## config.mk

```make
export PLATFORM = sky130hd
export DESIGN_NAME = round_robin_task_table
export DESIGN_NICKNAME = d
export VERILOG_FILES = /design/src/sv/rrtt_pkg.sv /design/src/sv/rrtt_ctrl.sv /design/src/sv/rrtt_dp.sv /design/src/sv/round_robin_task_table.sv
export SDC_FILE = /design/constraint.sdc
export NUM_CORES = 2
export LEC_CHECK = 0
export BUFFER_PORTS_ARGS = -buffer_cell sky130_fd_sc_hd__buf_2
export CORE_MARGIN = 1.5
export CORE_UTILIZATION = 60
export DETAILED_ROUTE_END_ITERATION = 7
export PLACE_DENSITY = 0.77
export SLEW_MARGIN = 20
export SYNTH_ARGS = -nofsm -noshare
export SYNTH_HDL_FRONTEND = slang
export SYNTH_SLANG_ARGS = --single-unit
export TNS_END_PERCENT = 5
```

## constraint.sdc

```tcl
create_clock -name clk -period 20 [get_ports clk]
set_input_delay 1 -clock clk [delete_from_list [all_inputs] [get_ports clk]]
set_output_delay 1 -clock clk [all_outputs]
set_load 0.005 [all_outputs]
```

## src/sv/rrtt_pkg.sv

```systemverilog
// Package for the round-robin task table.
// Holds table sizing, field widths, command/status codes and the
// controller/datapath interface types. No dependencies.
package rrtt_pkg;

  localparam int TABLE_DEPTH = 16;
  localparam int SLOT_W = (TABLE_DEPTH > 1) ? $clog2(TABLE_DEPTH) : 1;
  localparam int CNT_W = $clog2(TABLE_DEPTH + 1);

  localparam int CMD_W = 3;
  localparam int REF_W = 32;
  localparam int ID_W = 16;
  localparam int STATUS_W = 2;
  localparam int SLOT_FIELD_W = 4;
  localparam int LIVE_W = 5;

  localparam int IN_DATA_W = 2 * REF_W;
  localparam int OUT_FIELDS_W = STATUS_W + SLOT_FIELD_W + ID_W + 2 * REF_W + LIVE_W;
  localparam int OUT_DATA_W = ((OUT_FIELDS_W + 7) / 8) * 8;
  localparam int OUT_PAD_W = OUT_DATA_W - OUT_FIELDS_W;
  localparam int LIVE_LSB = STATUS_W + SLOT_FIELD_W + ID_W + 2 * REF_W;

  typedef enum logic [CMD_W-1:0] {
    CMD_ADD    = 3'd0,
    CMD_FORK   = 3'd1,
    CMD_EXIT   = 3'd2,
    CMD_SCHED  = 3'd3,
    CMD_FINISH = 3'd4
  } cmd_t;

  typedef enum logic [STATUS_W-1:0] {
    ST_OK     = 2'd0,
    ST_FULL   = 2'd1,
    ST_EMPTY  = 2'd2,
    ST_NO_RUN = 2'd3
  } status_t;

  typedef enum logic [3:0] {
    DP_NOP,
    DP_LATCH,
    DP_ADD,
    DP_RD_CUR,
    DP_FORK,
    DP_RD_LAST,
    DP_EXIT,
    DP_SCAN_FIRST,
    DP_SCAN_NEXT,
    DP_RD_SCAN,
    DP_SCHED_HIT,
    DP_FINISH,
    DP_RESULT
  } dp_op_t;

  typedef struct packed {
    dp_op_t  op;
    status_t res_status;
  } dp_ctrl_t;

  typedef struct packed {
    logic [CMD_W-1:0] cmd;
    logic             full;
    logic             empty;
    logic             cur_is_last;
    logic             scan_free;
    logic             scan_at_start;
    logic             out_busy;
  } dp_stat_t;

  typedef struct packed {
    logic [OUT_PAD_W-1:0]    pad;
    logic [LIVE_W-1:0]       live_count;
    logic [REF_W-1:0]        run_entry_ref;
    logic [REF_W-1:0]        run_name_ref;
    logic [ID_W-1:0]         task_id;
    logic [SLOT_FIELD_W-1:0] slot;
    logic [STATUS_W-1:0]     status;
  } out_word_t;

endpackage

```

## src/sv/rrtt_ctrl.sv

```systemverilog
// Controller for the round-robin task table.
// Sequences each command into datapath operations. Depends on rrtt_pkg.
module rrtt_ctrl (
  input  logic              clk,
  input  logic              rst_n,
  input  logic              in_tvalid,
  output logic              in_tready,
  input  rrtt_pkg::dp_stat_t stat,
  output rrtt_pkg::dp_ctrl_t ctl
);
  import rrtt_pkg::*;

  typedef enum logic [2:0] {
    S_IDLE,
    S_EXEC,
    S_FORK_WR,
    S_EXIT,
    S_SCAN,
    S_SCHED_HIT
  } state_t;

  state_t state_r, state_nxt;

  assign in_tready = (state_r == S_IDLE);

  always_comb begin
    state_nxt      = state_r;
    ctl.op         = DP_NOP;
    ctl.res_status = ST_OK;
    unique case (state_r)
      S_IDLE: begin
        if (in_tvalid) begin
          ctl.op    = DP_LATCH;
          state_nxt = S_EXEC;
        end
      end
      S_EXEC: begin
        case (stat.cmd)
          CMD_ADD: begin
            if (!stat.out_busy) begin
              if (stat.full) begin
                ctl.op         = DP_RESULT;
                ctl.res_status = ST_FULL;
              end else begin
                ctl.op = DP_ADD;
              end
              state_nxt = S_IDLE;
            end
          end
          CMD_FORK: begin
            if (stat.full || stat.empty) begin
              if (!stat.out_busy) begin
                ctl.op         = DP_RESULT;
                ctl.res_status = stat.full ? ST_FULL : ST_EMPTY;
                state_nxt      = S_IDLE;
              end
            end else begin
              ctl.op    = DP_RD_CUR;
              state_nxt = S_FORK_WR;
            end
          end
          CMD_EXIT: begin
            if (stat.empty) begin
              if (!stat.out_busy) begin
                ctl.op         = DP_RESULT;
                ctl.res_status = ST_EMPTY;
                state_nxt      = S_IDLE;
              end
            end else if (stat.cur_is_last) begin
              if (!stat.out_busy) begin
                ctl.op    = DP_EXIT;
                state_nxt = S_IDLE;
              end
            end else begin
              ctl.op    = DP_RD_LAST;
              state_nxt = S_EXIT;
            end
          end
          CMD_SCHED: begin
            if (stat.empty) begin
              if (!stat.out_busy) begin
                ctl.op         = DP_RESULT;
                ctl.res_status = ST_EMPTY;
                state_nxt      = S_IDLE;
              end
            end else begin
              ctl.op    = DP_SCAN_FIRST;
              state_nxt = S_SCAN;
            end
          end
          CMD_FINISH: begin
            if (!stat.out_busy) begin
              if (stat.empty) begin
                ctl.op         = DP_RESULT;
                ctl.res_status = ST_EMPTY;
              end else begin
                ctl.op = DP_FINISH;
              end
              state_nxt = S_IDLE;
            end
          end
          default: begin
            if (!stat.out_busy) begin
              ctl.op    = DP_RESULT;
              state_nxt = S_IDLE;
            end
          end
        endcase
      end
      S_FORK_WR: begin
        if (!stat.out_busy) begin
          ctl.op    = DP_FORK;
          state_nxt = S_IDLE;
        end
      end
      S_EXIT: begin
        if (!stat.out_busy) begin
          ctl.op    = DP_EXIT;
          state_nxt = S_IDLE;
        end
      end
      S_SCAN: begin
        if (stat.scan_free) begin
          ctl.op    = DP_RD_SCAN;
          state_nxt = S_SCHED_HIT;
        end else if (stat.scan_at_start) begin
          if (!stat.out_busy) begin
            ctl.op         = DP_RESULT;
            ctl.res_status = ST_NO_RUN;
            state_nxt      = S_IDLE;
          end
        end else begin
          ctl.op = DP_SCAN_NEXT;
        end
      end
      S_SCHED_HIT: begin
        if (!stat.out_busy) begin
          ctl.op    = DP_SCHED_HIT;
          state_nxt = S_IDLE;
        end
      end
      default: state_nxt = S_IDLE;
    endcase
  end

  always_ff @(posedge clk) begin
    if (!rst_n) begin
      state_r <= S_IDLE;
    end else begin
      state_r <= state_nxt;
    end
  end

endmodule

```

## src/sv/rrtt_dp.sv

```systemverilog
// Datapath for the round-robin task table: task memory, running flags,
// count/current/id registers, scan pointer and result register. Depends on rrtt_pkg.
module rrtt_dp (
  input  logic                             clk,
  input  logic                             rst_n,
  input  rrtt_pkg::dp_ctrl_t               ctl,
  output rrtt_pkg::dp_stat_t               stat,
  input  logic [rrtt_pkg::CMD_W-1:0]       in_cmd,
  input  logic [rrtt_pkg::REF_W-1:0]       in_name_ref,
  input  logic [rrtt_pkg::REF_W-1:0]       in_entry_ref,
  output logic                             out_valid,
  input  logic                             out_ready,
  output logic [rrtt_pkg::OUT_DATA_W-1:0]  out_data
);
  import rrtt_pkg::*;

  typedef struct packed {
    logic [ID_W-1:0]  id;
    logic [REF_W-1:0] name_ref;
    logic [REF_W-1:0] entry_ref;
  } task_word_t;

  task_word_t mem_r [TABLE_DEPTH];
  task_word_t rdata_r;

  logic [CNT_W-1:0]       count_r, count_nxt;
  logic [SLOT_W-1:0]      cur_r, cur_nxt;
  logic [SLOT_W-1:0]      scan_r, scan_nxt;
  logic [ID_W-1:0]        next_id_r, next_id_nxt;
  logic [TABLE_DEPTH-1:0] flags_r, flags_nxt;
  logic [CMD_W-1:0]       cmd_r;
  logic [REF_W-1:0]       name_in_r, entry_in_r;
  logic                   out_valid_r, out_valid_nxt;
  out_word_t              out_r;

  logic              wr_en, rd_en, res_load;
  logic [SLOT_W-1:0] wr_addr, rd_addr, cnt_slot, last_slot;
  task_word_t        wr_data;
  logic [SLOT_W-1:0]      res_slot;
  logic [ID_W-1:0]   res_id;
  logic [REF_W-1:0]  res_name, res_entry;

  function automatic logic [SLOT_W-1:0] slot_inc(input logic [SLOT_W-1:0] s,
                                                 input logic [CNT_W-1:0] cnt);
    logic [CNT_W-1:0] n;
    n = CNT_W'(s) + CNT_W'(1);
    slot_inc = (n == cnt) ? '0 : SLOT_W'(n);
  endfunction

  assign cnt_slot  = SLOT_W'(count_r);
  assign last_slot = SLOT_W'(count_r - CNT_W'(1));

  assign stat.cmd           = cmd_r;
  assign stat.full          = (count_r == CNT_W'(TABLE_DEPTH));
  assign stat.empty         = (count_r == '0);
  assign stat.cur_is_last   = (cur_r == last_slot);
  assign stat.scan_free     = !flags_r[scan_r];
  assign stat.scan_at_start = (scan_r == cur_r);
  assign stat.out_busy      = out_valid_r && !out_ready;

  always_comb begin
    count_nxt   = count_r;
    cur_nxt     = cur_r;
    scan_nxt    = scan_r;
    next_id_nxt = next_id_r;
    flags_nxt   = flags_r;
    wr_en       = 1'b0;
    wr_addr     = cnt_slot;
    wr_data     = '{id: next_id_r, name_ref: name_in_r, entry_ref: entry_in_r};
    rd_en       = 1'b0;
    rd_addr     = cur_r;
    res_load    = 1'b0;
    res_slot    = '0;
    res_id      = '0;
    res_name    = '0;
    res_entry   = '0;
    unique case (ctl.op)
      DP_ADD, DP_FORK: begin
        wr_en = 1'b1;
        if (ctl.op == DP_FORK) begin
          wr_data.name_ref  = rdata_r.name_ref;
          wr_data.entry_ref = rdata_r.entry_ref;
        end
        flags_nxt[cnt_slot] = 1'b0;
        count_nxt   = count_r + CNT_W'(1);
        next_id_nxt = next_id_r + ID_W'(1);
        res_slot    = cnt_slot;
        res_id      = next_id_r;
        res_load    = 1'b1;
      end
      DP_RD_CUR: begin
        rd_en   = 1'b1;
        rd_addr = cur_r;
      end
      DP_RD_LAST: begin
        rd_en   = 1'b1;
        rd_addr = last_slot;
      end
      DP_RD_SCAN: begin
        rd_en   = 1'b1;
        rd_addr = scan_r;
      end
      DP_EXIT: begin
        if (cur_r != last_slot) begin
          wr_en            = 1'b1;
          wr_addr          = cur_r;
          wr_data          = rdata_r;
          flags_nxt[cur_r] = flags_r[last_slot];
        end
        flags_nxt[last_slot] = 1'b0;
        count_nxt = count_r - CNT_W'(1);
        cur_nxt   = (CNT_W'(cur_r) >= count_nxt) ? '0 : cur_r;
        res_load  = 1'b1;
      end
      DP_SCAN_FIRST: scan_nxt = slot_inc(cur_r, count_r);
      DP_SCAN_NEXT:  scan_nxt = slot_inc(scan_r, count_r);
      DP_SCHED_HIT: begin
        flags_nxt[scan_r] = 1'b1;
        cur_nxt   = scan_r;
        res_slot  = scan_r;
        res_id    = rdata_r.id;
        res_name  = rdata_r.name_ref;
        res_entry = rdata_r.entry_ref;
        res_load  = 1'b1;
      end
      DP_FINISH: begin
        flags_nxt[cur_r] = 1'b0;
        res_load = 1'b1;
      end
      DP_RESULT: res_load = 1'b1;
      default: ;
    endcase
    out_valid_nxt = res_load ? 1'b1 : (out_ready ? 1'b0 : out_valid_r);
  end

  always_ff @(posedge clk) begin
    if (!rst_n) begin
      count_r     <= '0;
      cur_r       <= '0;
      scan_r      <= '0;
      next_id_r   <= ID_W'(1);
      flags_r     <= '0;
      out_valid_r <= 1'b0;
    end else begin
      count_r     <= count_nxt;
      cur_r       <= cur_nxt;
      scan_r      <= scan_nxt;
      next_id_r   <= next_id_nxt;
      flags_r     <= flags_nxt;
      out_valid_r <= out_valid_nxt;
    end
  end

  always_ff @(posedge clk) begin
    if (ctl.op == DP_LATCH) begin
      cmd_r      <= in_cmd;
      name_in_r  <= in_name_ref;
      entry_in_r <= in_entry_ref;
    end
    if (res_load) begin
      out_r.pad           <= '0;
      out_r.status        <= ctl.res_status;
      out_r.slot          <= SLOT_FIELD_W'(res_slot);
      out_r.task_id       <= res_id;
      out_r.run_name_ref  <= res_name;
      out_r.run_entry_ref <= res_entry;
      out_r.live_count    <= LIVE_W'(count_nxt);
    end
  end

  always_ff @(posedge clk) begin
    if (wr_en) begin
      mem_r[wr_addr] <= wr_data;
    end
    if (rd_en) begin
      rdata_r <= mem_r[rd_addr];
    end
  end

  assign out_valid = out_valid_r;
  assign out_data  = out_r;

endmodule

```

## src/sv/round_robin_task_table.sv

```systemverilog
// Top level of the round-robin task table: controller plus datapath.
// Depends on rrtt_pkg, rrtt_ctrl and rrtt_dp.
//
// Usage:
//   in_*  : one command per transfer; in_tuser carries the command code,
//           in_tdata the name and entry references used by add.
//   out_* : one result per command: status, slot, task id, the scheduled
//           task's references and the live task count.
// Commands are served one at a time; in_tready is high only while idle.
// Fork reads the current task, then writes the copy; exit reads the last
// task and moves it into the current slot unless the current slot is last;
// schedule steps through the slots after the current one until a ready task
// is found, or reports no ready task on return; the scan checks one slot per cycle.
// The next command is taken the cycle after the result is loaded.
// A stalled result waits in the output register; the block still takes
// the next command and holds its result until the register frees up.
// Reset empties the table, clears all running flags, sets the current
// slot to 0 and the next id to 1; the task memory is not cleared.
module round_robin_task_table (
  input  logic                            clk,
  input  logic                            rst_n,
  input  logic                            in_tvalid,
  output logic                            in_tready,
  input  logic [rrtt_pkg::IN_DATA_W-1:0]  in_tdata,   // name_ref, entry_ref
  input  logic [rrtt_pkg::CMD_W-1:0]      in_tuser,   // cmd
  output logic                            out_tvalid,
  input  logic                            out_tready,
  // status, slot, task_id, run_name_ref, run_entry_ref, live_count, zero pad
  output logic [rrtt_pkg::OUT_DATA_W-1:0] out_tdata
);
  import rrtt_pkg::*;

  dp_ctrl_t ctl;
  dp_stat_t stat;

  rrtt_ctrl u_ctrl (
    .clk       (clk),
    .rst_n     (rst_n),
    .in_tvalid (in_tvalid),
    .in_tready (in_tready),
    .stat      (stat),
    .ctl       (ctl)
  );

  rrtt_dp u_dp (
    .clk          (clk),
    .rst_n        (rst_n),
    .ctl          (ctl),
    .stat         (stat),
    .in_cmd       (in_tuser),
    .in_name_ref  (in_tdata[REF_W-1:0]),
    .in_entry_ref (in_tdata[2*REF_W-1:REF_W]),
    .out_valid    (out_tvalid),
    .out_ready    (out_tready),
    .out_data     (out_tdata)
  );

`ifndef SYNTHESIS
  a_one_at_a_time: assert property (@(posedge clk) disable iff (!rst_n)
    (in_tvalid && in_tready) |=> !in_tready)
    else $error("command accepted while another is in progress");

  a_live_bound: assert property (@(posedge clk) disable iff (!rst_n)
    out_tvalid |-> (out_tdata[LIVE_LSB +: LIVE_W] <= LIVE_W'(TABLE_DEPTH)))
    else $error("live count above table depth");

  a_full_count: assert property (@(posedge clk) disable iff (!rst_n)
    (out_tvalid && out_tdata[STATUS_W-1:0] == ST_FULL)
      |-> (out_tdata[LIVE_LSB +: LIVE_W] == LIVE_W'(TABLE_DEPTH)))
    else $error("table full reported with free slots");

  a_empty_count: assert property (@(posedge clk) disable iff (!rst_n)
    (out_tvalid && out_tdata[STATUS_W-1:0] == ST_EMPTY)
      |-> (out_tdata[LIVE_LSB +: LIVE_W] == '0))
    else $error("no tasks reported with live tasks");
`endif

endmodule

```

==> impl_results.md <==
* CTS Buf Count at 155
* Hold Vio Cnt, Final at 0
* Pleak at 0.02329 uW
* Post-synthesis mux area share at 1.930%
* FF+latch count, synth at 1567
* Critical path type: register to register
* Top Family by Delay on Critical Path: compound AO/OA/AOI/OAI gates
* Area delta synth->final at 10.81%
* IO Pins at 169
* Vias per inst at slightly above 7
* Final nets at 4729
* Fin crit period at 7.603 ns
* Max Root-Sink Buffers at 3
* Width of the die at 331.7 um
* R2R Path End: u_dp.mem_r[5][8]$_DFFE_PP_
* Remaining antenna violation count at 0
* Max_cap viols at 0
* Sequential cell area fraction in the yosys report at 71.83%
* CTS root buffer: clkbuf_16
* TritonRoute pass-1 iters at 6
* Vias in the first global route at approximately 43k
* Final period util at 38.01%
* Pins Over Slew Limit at 0
* Synth Area in XOR/XNOR at 0.3918%
* DR WL/cell at between 20 and 30 um
* Yosys cell types at 90
* Die area at 110000 um2
* Post-synthesis average cell area at approximately 14 um2
* Share of cells above drive strength 1 at between 10% and 20%
* R2r setup slk at 12.40 ns
* Mapped Area at between 60000 and 70000 um2
* Final Setup Violations at 0
* Placement Cell Area at 66780 um2
* Hold Crit Depth at 1
* RePlAce Congestion at roughly 0.96
* VDD IR max at 0.1025 mV
* H-tree Lvls at 4
* Worst hold path class: input pin to register
* Cell at the slowest stage of the critical path: buf_4
* Synth Instances at 4655
* RSZ-0062 raised after global routing: no
* Worst Slack Setup Final at 12.40 ns
* Setup crit end kind: register
* Post-synthesis simple-gate area fraction at a little over an eighth
* Drt initial violations at 6596
* Crit path cell chain: inv_1 > ha_1 > xor2_1 > inv_1 > ha_1 > nand4_1 > buf_4 > o21ai_0 > a31oi_1 > o22ai_1 > nand3_2 > a21oi_4 > a32oi_2 > nor2_4 > buf_4
* Largest net degree at the start of global routing at 238
* Dpl ws at approximately 12 ns
* FP Rows at 120
* Setup bufs post-CTS at 0
* CTS Hold Bufs at 0
* Largest family of logic cells by synthesized area: simple AND/OR/NAND/NOR gates
* CP max stage delay at 0.98 ns
* WP data arrival at 7.98 ns
* CP max FO at 55
* Post_cts resized at 0
* Slew of the pin with the lowest slew margin at around 1.1 ns
* Hold Startpoint: in_tdata[49]
* Worst EP required at 20.37 ns
* Post-Route WL at between 150 and 200 mm
* CTS tree: done
* Setup TNS at 0 ns
* Worst hold endpoint: u_dp.entry_in_r[17]$_DFFE_PN_
* Ys flop type: edfxtp_1
* Cell Pwr Density at roughly 98 nW/um2
* R2R depth at 15
* Asr flop ratio synth at 0%
* Layout fillers at 7206
* Via count at 43.65k
* Clock transition at path regs at 0.06 ns
* Gr ovfl total at 0
* Final Cell Area at 71830 um2
* Yosys warning total at 0
* Synth Area in Compound Gates at about a tenth
* Slew margin rel. at 25.15%
* Crit start category: register
* Die Height at 331.7 um
* Clock sinks at 1567
* Core area at 107100 um2
* Initial antenna violation count at 4
* Adder-cell area share of the yosys netlist at less than 1%
* Skew final at roughly 0.035 ns
* CP bufs+invs at 4
* First-pass GRT wire length at 267.6 mm
* Status: finished, final reports clean
* Fmax at 0.1315 GHz
* GR Util All Layers at 32.15%
* Post-synth EDFFs at 1518
* Starting Density at 60.55%
* DRC at 0
* Port Buffer Count at between 150 and 200
* Post-DP HPWL at 91.07 mm
* Skew-Pair Late Insertion Delay at ~0.79 ns
* Reg-to-reg startpoint: u_dp.count_r[0]$_SDFF_PN0_
stage by stage:
stage / hold WS (ns) / std cells / util, % / power (uW)
2_1_floorplan: 0.4518 / 4659 / - / 4061
3_3_place_gp: 0.4713 / 5883 / 62.36 / 4200
3_5_place_dp: 0.4876 / 5884 / 62.38 / 4211
4_1_cts: 0.3584 / 6167 / 67.03 / 7037
5_1_grt: 0.3693 / 6170 / 67.10 / 7194
6_report: 0.3972 / 6170 / 67.10 / 7028
synthesized netlist by cell type, drive strengths merged (72+ instances only):
| cell | instances | area, um2 |
|---|---|---|
| edfxtp | 1518 | 45580 |
| o21ai | 524 | 2626 |
| nand4 | 397 | 2484 |
| clkbuf | 372 | 1396 |
| nand3 | 342 | 1717 |
| a211oi | 251 | 1914 |
| and3 | 250 | 1564 |
| nor2 | 212 | 798.3 |
| mux2 | 84 | 945.9 |
| nor4bb | 77 | 770.7 |
| and2 | 74 | 464.2 |
| a21oi | 72 | 375.4 |
sequential cells by signal, indices dropped and copies added (netlist names):
name,cells
u_dp.flags_r,16
u_dp.mem_r,1280
u_dp.name_in_r,32
u_dp.cmd_r,3
u_ctrl.state_r,3
u_dp.out_data,91
u_dp.rdata_r,80
u_dp.next_id_r,16
u_dp.count_r,5
u_dp.out_valid,1
u_dp.cur_r,4
u_dp.scan_r,4
u_dp.entry_in_r,32
worst max-delay path by stage:
stage,start,to,slack (ns),cells after the start
floorplan,u_dp.count_r[0]$_SDFF_PN0_,u_dp.flags_r[14]$_SDFFE_PN0P_,10.41,17
global placement,u_dp.count_r[0]$_SDFF_PN0_,u_dp.mem_r[7][51]$_DFFE_PP_,12.17,15
detailed placement,u_dp.count_r[0]$_SDFF_PN0_,u_dp.mem_r[5][10]$_DFFE_PP_,12.15,15
CTS,u_dp.count_r[0]$_SDFF_PN0_,u_dp.mem_r[5][9]$_DFFE_PP_,12.13,15
global route,u_dp.count_r[0]$_SDFF_PN0_,u_dp.mem_r[5][12]$_DFFE_PP_,11.89,15
finish,u_dp.count_r[0]$_SDFF_PN0_,u_dp.mem_r[5][8]$_DFFE_PP_,12.40,15
cells by family after synthesis:
group | Yosys count
adder cells (fa/ha/maj) | 18
multiplexers | 107
AND/OR/NAND/NOR | 1483
AO/OA/AOI/OAI | 997
other | 1
XOR/XNOR | 29
flip-flops | 1567
buffers and inverters | 453
cells in the final DEF (no fill, tap or decap), types with 12 or more instances in the layout:
master,n
nor2_4,18
clkbuf_16,157
and3_1,244
a22o_1,17
nand4_1,397
dfxtp_1,49
nor2_1,193
a31oi_1,17
clkbuf_1,39
o311ai_0,12
a211oi_1,245
nand2b_1,13
buf_4,87
o21ai_0,520
nand2_1,66
mux2_2,69
edfxtp_1,1518
buf_2,163
mux2_1,15
nand3_1,336
xnor2_1,20
clkinv_1,29
o22a_1,13
bufinv_16,14
nor4bb_1,77
a21oi_1,67
mux2i_1,17
and2_1,71
ha_1,18
inv_1,20
clkinv_2,24
power by group:
part,switching [uW],internal [uW]
combinational,274,97.9
clock,1240,1630
sequential,30.7,3750
total,1550,5480
metal layers:
metal	vias to the layer above	share of wire (%)	wire length (um)	GRT usage, %
li1	18410	-	-	-
met1	21510	37	66970	43.52
met2	3180	47	84950	50.85
met3	546	11	19710	6.119
met4	4	4.4	7917	15.05
met5	-	0.015	27	0
layout make-up:
cell class	instances	area (um2)	share of cell area [%]
antenna	1	2.502	0.003484
clock buffer	196	4075	5.673
clock inverter	87	904.6	1.259
inverter	20	75.07	0.1045
multi-input combinational	2639	16830	23.43
sequential	1567	46560	64.83
tap	1403	1755	2.444
timing repair buffer	257	1623	2.259
Note: power is estimated with default switching activity, not from simulation.
